==> config.mk <==
export PLATFORM = sky130hd
export DESIGN_NAME = fbecho_ctrl
export DESIGN_NICKNAME = d
export VERILOG_FILES = /design/src/rtl/fbecho_pkg.sv /design/src/rtl/fbecho_ctrl.sv
export SDC_FILE = /design/constraint.sdc
export NUM_CORES = 1
export LEC_CHECK = 0
export ABC_AREA = 1
export BUFFER_PORTS_ARGS = -buffer_cell sky130_fd_sc_hd__buf_2
export CORE_AREA = 8 8 45 47
export DETAILED_ROUTE_END_ITERATION = 12
export DIE_AREA = 0 0 53 55
export HOLD_SLACK_MARGIN = 0.02
export PLACE_DENSITY_LB_ADDON = 0.08
export SYNTH_ARGS = -nofsm -noshare
export SYNTH_HDL_FRONTEND = slang
export SYNTH_SLANG_ARGS = --single-unit
==> constraint.sdc <==
create_clock -name clk_i -period 1.1 [get_ports clk_i]
set_clock_uncertainty 0.1 [all_clocks]
set_input_delay 0.22 -clock clk_i [delete_from_list [all_inputs] [get_ports clk_i]]
set_output_delay 0.22 -clock clk_i [all_outputs]
set_load 0.02 [all_outputs]
==> src/rtl/fbecho_pkg.sv <==
// Shared package of the feedback echo delay: register indexes, reset values,
// fixed-point constants and the command/status structs.
// No dependencies.
`default_nettype none

package fbecho_pkg;

  // Default sizes, handed down through the top-level parameters.
  localparam int unsigned STORE_DEPTH_DEF = 131072;
  localparam int unsigned SAMPLE_BITS_DEF = 24;

  // Configuration port layout.
  localparam int unsigned CFG_INDEX_BITS = 2;
  localparam int unsigned CFG_DATA_BITS  = 18;
  localparam int unsigned DELAY_BITS     = 18;
  localparam int unsigned GAIN_BITS      = 16;

  // Register indexes.
  localparam logic [CFG_INDEX_BITS-1:0] REG_DELAY = 2'd0;
  localparam logic [CFG_INDEX_BITS-1:0] REG_DECAY = 2'd1;
  localparam logic [CFG_INDEX_BITS-1:0] REG_WET   = 2'd2;

  // Register reset values.
  localparam logic [DELAY_BITS-1:0] DELAY_RESET = 18'd88200;
  localparam logic [GAIN_BITS-1:0]  DECAY_RESET = 16'd16384;
  localparam logic [GAIN_BITS-1:0]  WET_RESET   = 16'd32768;

  // Q1.15 unity gain, rounding offset and shift.
  localparam logic [GAIN_BITS-1:0] GAIN_ONE  = 16'd32768;
  localparam int unsigned          Q15_HALF  = 16384;
  localparam int unsigned          Q15_SHIFT = 15;

  // Commands from the controller to the datapath.
  typedef struct packed {
    logic start;   // capture the sample, issue the store read
    logic decay;   // scale the stored value by the decay gain
    logic wet;     // scale by the wet level, write the store back
    logic finish;  // form the mix and load the output register
  } fbecho_cmd_t;

  // Status from the datapath to the controller.
  typedef struct packed {
    logic out_free;  // output register can take a new result this cycle
  } fbecho_status_t;

endpackage

`default_nettype wire

==> src/rtl/fbecho_ctrl.sv <==
// Controller of the feedback echo delay: sequences one sample through the
// datapath in four steps. Depends on fbecho_pkg.
`default_nettype none

module fbecho_ctrl
  import fbecho_pkg::*;
(
  input  wire logic           clk_i,
  input  wire logic           rst_ni,
  input  wire logic           in_valid_i,
  output logic                in_ready_o,
  input  wire fbecho_status_t status_i,
  output fbecho_cmd_t         cmd_o
);

  localparam logic [1:0] ST_IDLE  = 2'd0;
  localparam logic [1:0] ST_DECAY = 2'd1;
  localparam logic [1:0] ST_WET   = 2'd2;
  localparam logic [1:0] ST_MIX   = 2'd3;

  logic [1:0] state_q, state_d;

  always_comb begin
    state_d = state_q;
    cmd_o   = '0;
    case (state_q)
      ST_IDLE: begin
        if (in_valid_i) begin
          cmd_o.start = 1'b1;
          state_d     = ST_DECAY;
        end
      end
      ST_DECAY: begin
        cmd_o.decay = 1'b1;
        state_d     = ST_WET;
      end
      ST_WET: begin
        cmd_o.wet = 1'b1;
        state_d   = ST_MIX;
      end
      ST_MIX: begin
        // Hold the finished sum until the output register has room.
        if (status_i.out_free) begin
          cmd_o.finish = 1'b1;
          state_d      = ST_IDLE;
        end
      end
      default: begin
        state_d = ST_IDLE;
      end
    endcase
  end

  assign in_ready_o = (state_q == ST_IDLE);

  always_ff @(posedge clk_i or negedge rst_ni) begin
    if (!rst_ni) begin
      state_q <= ST_IDLE;
    end else begin
      state_q <= state_d;
    end
  end

endmodule

`default_nettype wire

==> results list, run 1 <==
* Number of levels the H-tree was split into: 1
- After detailed routing, the number of remaining DRC violations is 0.
* CP Buf/Inv Count: 2
* Vias per inst: 3.39
- Number of enable flip-flop cells after synthesis: 0
- Clock-pin slew of the registers on the worst-case setup and hold paths: 30 ps
* Part of the total power dissipated in combinational logic: 69.3%
* Worst ir drop on vdd: 0.000923 V
- For the final routed database, the setup TNS stands at -1540 ps.
- Via count: 193
- Setup violations remaining at the end of the flow were counted as 7.
- At the end of routability-driven placement, the weighted congestion stood at 0.647.
- STA puts the critical path data arrival time at 1070 ps.
- Setup repair after global routing could not meet its margin everywhere.
- Internal power summed over all cells: 0.000614 W
* Power Dens Cells: 3020 nW/um^2
- Clock tree from TritonCTS: yes
- Cell Rows: 14
- Register with the most flip-flops: state_q
- The flow ran to the end, but the final reports show violations.
- Most used standard cells in the synthesized netlist: inv_1, nand2_1, ha_1
- Type of the worst min-delay path: in -> async
- Entering global routing, the biggest net connects 5 pins.
- The final number of hold-violating endpoints was 0.
- Cell taking the most area after synthesis: dfrtp_1
* Total global routing overflow: 0
- Mean post-synth cell area: 7.12 um^2
- Die area: 2920 um^2
- The core region is 1380 um^2.
* Category of the most critical setup path: reg -> out
- After the first detailed-routing iteration, the DRC count stood at 1.
- First-pass GRT wire length: 745 um
- Antenna violation net count after detailed routing: 0
- Gate count after technology mapping: 26
- Global routing used 3.72% of the available tracks.
- Average detailed-routed wire length per instance: 8.05 um
- Register bit count reported by yosys: 2
* Detailed placer's ending HPWL: 367 um
- The max-slew violation count is 0.
- Across the run, the number of max-cap violations was 0.
* Initial DRT Pass Iterations: 2
- The initial utilization of the core area, before any placement, comes to 13.4%.
- The worst register-to-register path begins at state_q[0].
- Buffers added on ports: 8
* Worst slew margin relative to its limit: 89.3%
* Post-layout net count: 51
* Most numerous cell in the Yosys netlist: inv_1
- After detailed routing, the total wire length is 459 um.
* Dominant register cell in the synthesized netlist: dfrtp_1
- At the worst endpoint, the required time is 780 ps.
* Post-synthesis cell type count: 6
* Sequential power share: 15.9%
- Crit-path cells: buf_4, ha_2, buf_6
- Final worst-path cycle share: 127%
- Along the worst path, the maximum fanout reaches 4.
- Share of post-route cells with drive strength above 1: 65.9%
* LEAKAGE: 0.203 nW
- The worst setup path is launched from a flip-flop.
* Kind of capture point of the worst setup path: primary output
- FF-to-FF setup slack: -110 ps
* Yosys top cell area share: 27.0%
* Time the worst path needs with I/O delays and setup: 1390 ps
* Die height: 55 um
- During I/O placement, the number of pins put on the boundary was 9.
- The initial antenna violation count is 0.
- Total number of yosys warnings: 0
* Actual transition at the worst max-transition pin: 160 ps
* Diodes inserted: 0
- Delay of the slowest critical-path stage: 420 ps
* Number of nets produced by synthesis: 34
- The register with the most flip-flops in the layout has 2 of them.
* Largest cells by area after synthesis: dfrtp_1, ha_1, inv_1
- Horizontal die dimension: 53 um
- Grouping stages by cell kind, the critical path spends the most delay in flip-flops.
* Violations in the final reports: negative setup slack
- Fraction of power spent switching nets: 43.0%
- Share of flip-flops with an asynchronous set or reset: 100%
* Max Root-Sink Buffers: 2
- Post-Synthesis Cell Area: 185 um^2
* Via count of the first global-routing pass: 210
- Root buffer cell: clkbuf_4
- After layout, the worst setup slack is -294 ps.
- F_max: 717 MHz
- Number of sinks handled by clock tree synthesis: 2
- Of the total power, the clock network draws 14.8%.
- Once layout is complete, the utilization of the core stands at 25.8%.
- Compared with the post-synthesis result, the final layout area differs by 92.6%.
* CP Launch Point: state_q[1]
- In the final layout, the registers with the most flip-flops are state_q x2.
- Standard cell with the maximum stage delay on the critical path: dfrtp_2
* Seq/Total Area, Yosys: 27.0%
- Clock Latency Late Sink: 220 ps
- Total CTS buffers: 3
- Switching power: 0.000463 W
==> area by class of cell <==
type	count	area [um^2]
Fill cell	157	1030
Multi-Input combinational cell	16	133
Timing Repair Buffer	12	100
Sequential cell	2	51.3
Inverter	8	30.0
Clock buffer	3	22.5
Tap cell	16	20.0
==> layer usage <==
metal	global-route usage, %	up-vias	wire length [um]
li1	-	104	-
met4	5.17	0	0
met2	6.45	5	249
met5	0	-	0
met3	1.07	0	41
met1	2.89	84	168
==> final timing paths <==
kind	to	cells after the start
worst max-delay path	cmd_o[1]	3
worst min-delay path	state_q[0]	2
worst max register to register	state_q[1]	7
worst min register to register	state_q[1]	2
max in group asynchronous	state_q[1]	2
min in group clk_i	state_q[1]	5
==> metrics by stage <==
step	hold WS, ps	cells	total power, W	setup slack [ps]	area (um^2)
finish	213	57	0.00108	-294	357
global route	215	57	0.00117	-338	357
CTS	197	56	0.00107	-315	345
detailed placement	-93.4	51	0.000757	-113	270
global placement	-96.2	51	0.000760	-109	270
floorplan	-176	26	0.000598	-31.5	203
==> power groups by stage <==
| stage | combinational, W | clock, W | sequential, W |
|---|---|---|---|
| after floorplan | 0.000443 | 0 | 0.000155 |
| after global placement | 0.000593 | 0 | 0.000167 |
| after detailed placement | 0.000590 | 0 | 0.000167 |
| after CTS | 0.000731 | 0.000173 | 0.000168 |
| after global routing | 0.000815 | 0.000176 | 0.000181 |
| final | 0.000747 | 0.000159 | 0.000171 |
==> worst register-to-register path: stages (launching register included) <==
cell     delay, ps
dfrtp_1        400
inv_2           70
ha_4           160
buf_4          140
nand2_4         60
nand2_2         50
nand2_1         50
nand2_1         50
==> cells in the final DEF (no fill, tap or decap) <==
cell and n:
inv_2 4, buf_4 4, ha_4 1, dfrtp_1 1
nand2_4 1, nand2_1 5, dfrtp_2 1, nand3_1 2
inv_1 4, nand2_2 4, ha_2 2, ha_1 1
buf_6 4, dlygate4sd3_1 1, clkbuf_4 3, buf_2 3
==> logic make-up (layout without fill, tap and decap cells) <==
group	count (synthesis)	after routing	synth area share [%]
buffers and inverters	8	23	16.2
flip-flops	2	2	27.0
AND/OR/NAND/NOR	12	12	29.7
adder cells (fa/ha/maj)	4	4	27.0
==> what timing repair did <==
action,CTS,global route
hold endpoints to repair,2,0
hold buffers,1,0
gates cloned,0,0
setup endpoints to repair,7,7
pin swaps,1,4
gates resized for setup,11,3
buffers inserted,1,1
(Power assumes the default switching activity.)
==> inputs of run 2 (changes only) <==
--- a/config.mk
+++ b/config.mk
@@ -7,9 +7,9 @@
 export LEC_CHECK = 0
 export ABC_AREA = 1
 export BUFFER_PORTS_ARGS = -buffer_cell sky130_fd_sc_hd__buf_2
-export CORE_AREA = 8 8 45 47
+export CORE_AREA = 2 2 39 41
 export DETAILED_ROUTE_END_ITERATION = 12
-export DIE_AREA = 0 0 53 55
+export DIE_AREA = 0 0 41 43
 export HOLD_SLACK_MARGIN = 0.02
 export PLACE_DENSITY_LB_ADDON = 0.08
 export SYNTH_ARGS = -nofsm -noshare
==> run 2 against run 1 <==
Against the previous run: the flow still finishes with violations (negative setup slack); utilization increased by 0.81 points; via count unchanged; worst hold slack got worse by 3.7 ps; sequential power about the same; routed wire length decreased by 9.4%; sequential share of layout area decreased by 0.44 points; flip-flop and latch count unchanged; total power increased by 3.0%; combinational power increased by 4.6%; critical path type unchanged; critical endpoint unchanged; largest cell class unchanged; largest power group unchanged.
==> results list, run 2 (synthesized netlist as in run 1, its figures left out) <==
- Slew Viols, Final: 0 (unchanged)
- Leaving out fill and tap cells, the most frequent cell in the layout is nand2_1.
* Worst ir drop on vdd: 0.00107 V (+16%)
- Diodes inserted: 0 (unchanged)
- The wire length per cell after detailed routing was 7.17 um (-11%).
- The count of input and output buffers is 8 (unchanged).
- In this run the worst setup path begins at state_q[1].
* Actual transition at the worst max-transition pin: 167 ps (+6.20 ps)
* Cell Rows: 14 (unchanged)
* Result of the run: finished with violations
- The top-level I/O count is 9 (unchanged).
- Placeable core region: 1380 um^2 (unchanged)
* F_max: 713 MHz (-0.62%)
- Met2 WL post-DR: 222 um (-11%)
- Compared with the post-synthesis result, the final layout area differs by 98.6%.
- Arrival time of the worst setup path: 1080 ps (about the same)
* Reg2reg end: state_q[0]
* Number of violations reported at the end of detailed-routing iteration 0: 1 (unchanged)
- Antenna violation net count after detailed routing: 0 (unchanged)
- The global-route wire length before repair is 683 um (-8.3%).
* Total met3 wirelength after detailed routing: 18 um (-56%)
* Clock Latency Late Sink: 220 ps (about the same)
* LEAKAGE: 0.209 nW (+2.7%)
* Clock-pin slew of the registers on the worst-case setup and hold paths: 30 ps (about the same)
- Smallest hold slack: 210 ps (-3.71 ps)
- Post-layout net count: 52 (+2.0%)
- The setup slack of the critical path after layout is -302 ps (-8.68 ps).
* Final setup violation count: 7 (unchanged)
- Initial DRT Pass Iterations: 2 (unchanged)
* Largest register FFs: 2 (unchanged)
- The reg2reg setup slack is -210 ps (-100 ps).
- Total global routing overflow: 0 (unchanged)
- The relative slew slack came to 88.9% (-0.41 points).
- Root buffer cell: clkbuf_4
* Number of levels the H-tree was split into: 1 (unchanged)
- Total CTS buffers: 3 (unchanged)
- Critical Path End: cmd_o[1]
- Vias per inst: 3.33 (-1.7%)
* Final count of hold timing violations: 0 (unchanged)
* RSZ-0062 raised after global routing: yes
* Worst-case reg-to-reg path depth: 8 (+1)
- Launch instance of the worst register-to-register path: state_q[1]
- Kind of capture point of the worst setup path: primary output
- Register with the most flip-flops: state_q
- DR top layer: met3
- Via count of the first global-routing pass: 174 (-17%)
* Via count: 193 (unchanged)
- Clock tree from TritonCTS: yes
* Share of the core filled with cells in the final layout: 26.6% (+0.81 points)
- In this run the worst hold path is classified as in -> async.
- The share of the cycle needed by the critical path after routing is 127% (+0.79 points).
- Combined global-route utilization of all metal layers: 6.02% (+2.3 points)
* Die area: 1760 um^2 (-40%)
- Category of the most critical setup path: reg -> out
* Met1 Wirelength: 175 um (+4.2%)
- Time the worst path needs with I/O delays and setup: 1400 ps (+8.69 ps)
* Horizontal die dimension: 41 um (-23%)
* Largest registers ranked by flip-flop count: state_q x2
- The number of DRC violations after detailed routing was 0 (unchanged).
- Detailed placer's ending HPWL: 312 um (-15%)
- Number of sinks handled by clock tree synthesis: 2 (unchanged)
- Sum of routed wire length over all layers: 416 um (-9.4%)
* Violations in the final reports: negative setup slack
* Maximum fanout encountered on the critical timing path: 4 (unchanged)
* Critical Path Start Type: flip-flop
- Share of post-route cells with drive strength above 1: 66.7% (+0.81 points)
- The last weighted congestion value of the routability-driven placer was 0.669 (+3.4%).
- Max Root-Sink Buffers: 2 (unchanged)
- The die height came to 43 um (-22%).
- In the layout the commonest cells are nand2_1, buf_6, inv_2, inv_1, buf_4.
- Maximum number of pins on one net before global-route repair: 5 (unchanged)
- The max capacitance violation total is 0 (unchanged).
- The data required time at the worst endpoint was 780 ps (about the same).
- Power Dens Cells: 3020 nW/um^2 (-0.12%)
* Antenna violations before repair: 0 (unchanged)
- The initial core utilization was 13.4% (unchanged).
==> run 2: cell types whose count changed in the layout (fill, tap and decap cells not counted) <==
cell	previous run	this run
nand2_2	4	3
ha_2	2	3
nand2_1	5	6
ha_1	1	0
buf_6	4	5
==> run 2: metal layers <==
layer	vias to the layer above	GRT usage, %
li1	105	-
met1	83	7.07
met2	5	9.06
met3	0	0
met4	0	6.00
met5	-	0
==> run 2: where the power goes <==
group | total (W) | switching (W) | internal, W
sequential | 0.000170 | 0.0000506 | 0.000120
combinational | 0.000781 | 0.000375 | 0.000406
clock | 0.000159 | 0.0000390 | 0.000120
total | 0.00111 | 0.000465 | 0.000646
==> run 2: per-stage QoR <==
step                      TNS [ps]  std cells  total power [W]  setup WS (ps)  instance area, um^2
after CTS                    -1770         56          0.00107           -323                  348
final                        -1820         58          0.00111           -302                  368
after global placement        -408         51         0.000752           -107                  270
after floorplan              -31.5         26         0.000598          -31.5                  203
after global routing         -2150         58          0.00125           -351                  368
after detailed placement      -469         51         0.000748           -116                  270
==> run 2: worst min path at each step <==
stage            from    endpoint  slack, ps  depth (start not counted)
2_1_floorplan  rst_ni  state_q[0]       -180                          0
3_3_place_gp   rst_ni  state_q[1]       -100                          1
3_5_place_dp   rst_ni  state_q[0]        -90                          1
4_1_cts        rst_ni  state_q[0]        200                          2
5_1_grt        rst_ni  state_q[0]        210                          2
6_report       rst_ni  state_q[0]        210                          2
==> run 2: layout make-up <==
type | count | area (um^2)
well taps | 16 | 20.0
inverters | 8 | 30.0
fillers | 160 | 1020
repair buffers | 13 | 111
multi-input cells | 16 | 133
clock buffers | 3 | 22.5
flip-flops and latches | 2 | 51.3
==> run 2: what timing repair did <==
item | 4_1_cts | 5_1_grt
hold endpoints to repair | 2 | 0
buffers inserted | 1 | 2
gates resized for setup | 12 | 3
hold buffers | 1 | 0
endpoints found under the setup margin | 7 | 7
pin swaps | 2 | 5
==> run 2: worst max-delay path, cell delays in order, from the launching register on <==
cell and delay [ps]:
dfrtp_1 410, buf_4 150, ha_2 170, buf_6 130
==> inputs of run 3 (changes only) <==
--- a/config.mk
+++ b/config.mk
@@ -8,10 +8,11 @@
 export ABC_AREA = 1
 export BUFFER_PORTS_ARGS = -buffer_cell sky130_fd_sc_hd__buf_2
 export CORE_AREA = 2 2 39 41
+export CTS_CLUSTER_SIZE = 8
 export DETAILED_ROUTE_END_ITERATION = 12
 export DIE_AREA = 0 0 41 43
 export HOLD_SLACK_MARGIN = 0.02
-export PLACE_DENSITY_LB_ADDON = 0.08
+export PLACE_DENSITY = 0.32
 export SYNTH_ARGS = -nofsm -noshare
 export SYNTH_HDL_FRONTEND = slang
 export SYNTH_SLANG_ARGS = --single-unit
==> run 3 against run 2 <==
Against the previous run: the run still ends with negative setup slack left; clock-buffer cell count unchanged; clock power about the same; flip-flop and latch count unchanged; routed wire length decreased by 13%; first-iteration DRC count increased to 3.0 times the previous value; highest routed layer unchanged; combinational power decreased by 12%; final cell count decreased by 3.4%; total power decreased by 8.6%.
==> results list, run 3 (synthesized netlist as in run 1, its figures left out) <==
* Result of the run: finished with violations
* Violations in the final reports: negative setup slack
- F_max: 725 MHz (+1.7%)
- Slew Viols, Final: 0 (unchanged)
- Actual transition at the worst max-transition pin: 150 ps (-16.5 ps)
- Horizontal die dimension: 41 um (unchanged)
* Initial DRT Pass Iterations: 4 (+2)
- The number of nets in the final layout is 50 (-3.8%).
- Type of the worst min-delay path: in -> async
- Max Root-Sink Buffers: 2 (unchanged)
* Maximum fanout encountered on the critical timing path: 4 (unchanged)
- RSZ-0062 raised after global routing: yes
- Share of post-route cells with drive strength above 1: 62.5% (-4.2 points)
- Category of the most critical setup path: reg -> out
- The reg2reg setup slack was -100 ps (+110 ps).
- Total global routing overflow: 0 (unchanged)
- The setup slack of the critical path after layout came to -279 ps (+23.8 ps).
- The via total after detailed routing is 193 (unchanged).
- In this run the critical register-to-register path is launched from state_q[0].
- The CTS buffer count is 3 (unchanged).
* Combined global-route utilization of all metal layers: 4.71% (-1.3 points)
* Final Wtd Congestion: 0.694 (+3.7%)
* Arrival time of the worst setup path: 1060 ps (-20 ps)
- Maximum number of pins on one net before global-route repair: 5 (unchanged)
- Number of top-level pins: 9 (unchanged)
* Design Power: 0.00102 W (-8.6%)
- Clock tree from TritonCTS: yes
* Clock Latency Late Sink: 220 ps (about the same)
- The maximum level of the CTS H-tree came to 1 (unchanged).
- Final worst-path cycle share: 125% (-2.2 points)
* Root buffer cell: clkbuf_4
- The data required time at the worst endpoint was 780 ps (about the same).
- The final standard cell utilization of the core was 25.0% (-1.5 points).
- Via count of the first global-routing pass: 144 (-17%)
- Diodes inserted: 0 (unchanged)
* Worst slew margin relative to its limit: 90.0% (+1.1 points)
- For this design, the slowest cell found on the critical path is dfrtp_1.
- Die height: 43 um (unchanged)
- Traced cell by cell, the critical path runs through inv_2, ha_4, nand2_2, inv_2, buf_6.
* Vias per inst: 3.45 (+3.6%)
- The clock slew at the register clock pins of the worst setup and hold paths came to 30 ps (about the same).
- The static leakage was 0.200 nW (-4.0%).
- The number of endpoints failing setup at the final stage is 7 (unchanged).
* Placeable core region: 1380 um^2 (unchanged)
- STA classifies the critical path endpoint as a primary output.
* Power Dens Cells: 2930 nW/um^2 (-2.9%)
- Sum of routed wire length over all layers: 360 um (-13%)
* DRC Markers: 0 (unchanged)
- The sum of net half-perimeters after detailed placement is 276 um (-11%).
- The count of input and output buffers is 8 (unchanged).
* Leading cell types in the layout, fill and taps excluded: nand2_1, inv_1, nand2_2, buf_2, buf_6
- Number of sinks handled by clock tree synthesis: 2 (unchanged)
- Among the stages of the critical path, the cell type that occurs most often is inv_2.
- The wire length per cell after detailed routing is 6.43 um (-10%).
* Cell Rows: 14 (unchanged)
* Setup TNS after final layout: -1470 ps (+351 ps)
- The count of routing violations after the opening detailed-route iteration came to 3 (+2).
* Max-cap violations: 0 (unchanged)
- Critical Path Start Type: flip-flop
* Time the worst path needs with I/O delays and setup: 1380 ps (-23.8 ps)
* Synth-to-Final Area Change: 87.2%
- The global-route wire length before repair was 510 um (-25%).
* Initial standard-cell utilization of the core: 13.4% (unchanged)
- Worst-case reg-to-reg path depth: 6 (-2)
- The peak per-stage delay on the critical path is 410 ps (about the same).
- Worst ir drop on vdd: 0.00105 V (-2.3%)
- The final number of hold-violating endpoints is 0 (unchanged).
- Register with the most flip-flops: state_q
- The number of flip-flops under the largest register name is 2 (unchanged).
* Die area: 1760 um^2 (unchanged)
- Largest registers ranked by flip-flop count: state_q x2
- Antenna violations before repair: 0 (unchanged)
* Reg2reg end: state_q[1]
- The number of antenna-violating nets in the routed design was 0 (unchanged).
## run 3: changes by cell type in the layout (fill, tap and decap cells not counted)
cell     before  now
buf_6         5    4
buf_2         3    4
ha_2          3    2
nand2_2       3    4
inv_2         4    3
inv_1         4    5
buf_4         4    2
nand2_1       6    5
ha_1          0    1
## run 3: how the worst max path moves through the flow
stage               startpoint       end  cells past startpoint
floorplan           state_q[1]  cmd_o[3]                      4
global placement    state_q[1]  cmd_o[3]                      5
detailed placement  state_q[0]  cmd_o[0]                      4
CTS                 state_q[0]  cmd_o[3]                      5
global route        state_q[1]  cmd_o[3]                      5
finish              state_q[1]  cmd_o[3]                      5
## run 3: metal layers
layer | track usage, % | up-vias | share of wire [%]
li1 | - | 101 | -
met1 | 4.49 | 86 | 39
met2 | 6.56 | 6 | 51
met3 | 1.57 | 0 | 9.4
met4 | 6.00 | 0 | 0
met5 | 0 | - | 0
## run 3: cell type report
cell class	count	area, um^2
Inverter	8	30.0
Sequential cell	2	51.3
Tap cell	16	20.0
Clock buffer	3	22.5
Multi-Input combinational cell	16	133
Timing Repair Buffer	11	90.1
Fill cell	166	1040
## run 3: critical path: cells and delay by family (launching register included)
family / cells / cell delay, ps
adders and majority gates: 1 / 140
DFF: 1 / 410
and+or+nand+nor: 1 / 40
buffers and inverters: 3 / 240
## run 3: timing repair
| action | in CTS | in global routing |
|---|---|---|
| pin swaps | 3 | 6 |
| resized for setup | 10 | 2 |
| hold buffers | 1 | 0 |
| endpoints found under the setup margin | 7 | 7 |
| endpoints found under the hold margin | 2 | 0 |
| buffers inserted | 2 | 1 |
## run 3: metrics by stage
| stage | hold WS (ps) | setup slack (ps) | cells | cell area [um^2] |
|---|---|---|---|---|
| 2_1_floorplan | -176 | -31.5 | 26 | 203 |
| 3_3_place_gp | -95.4 | -105 | 50 | 263 |
| 3_5_place_dp | -93.6 | -101 | 50 | 263 |
| 4_1_cts | 198 | -297 | 56 | 343 |
| 5_1_grt | 211 | -351 | 56 | 347 |
| 6_report | 208 | -279 | 56 | 347 |
## run 3: power breakdown
group / switching (W) / total [W] / internal [W]
logic: 0.000355 / 0.000684 / 0.000330
clock network: 0.0000391 / 0.000159 / 0.000120
registers: 0.0000518 / 0.000172 / 0.000120
total: 0.000446 / 0.00102 / 0.000570
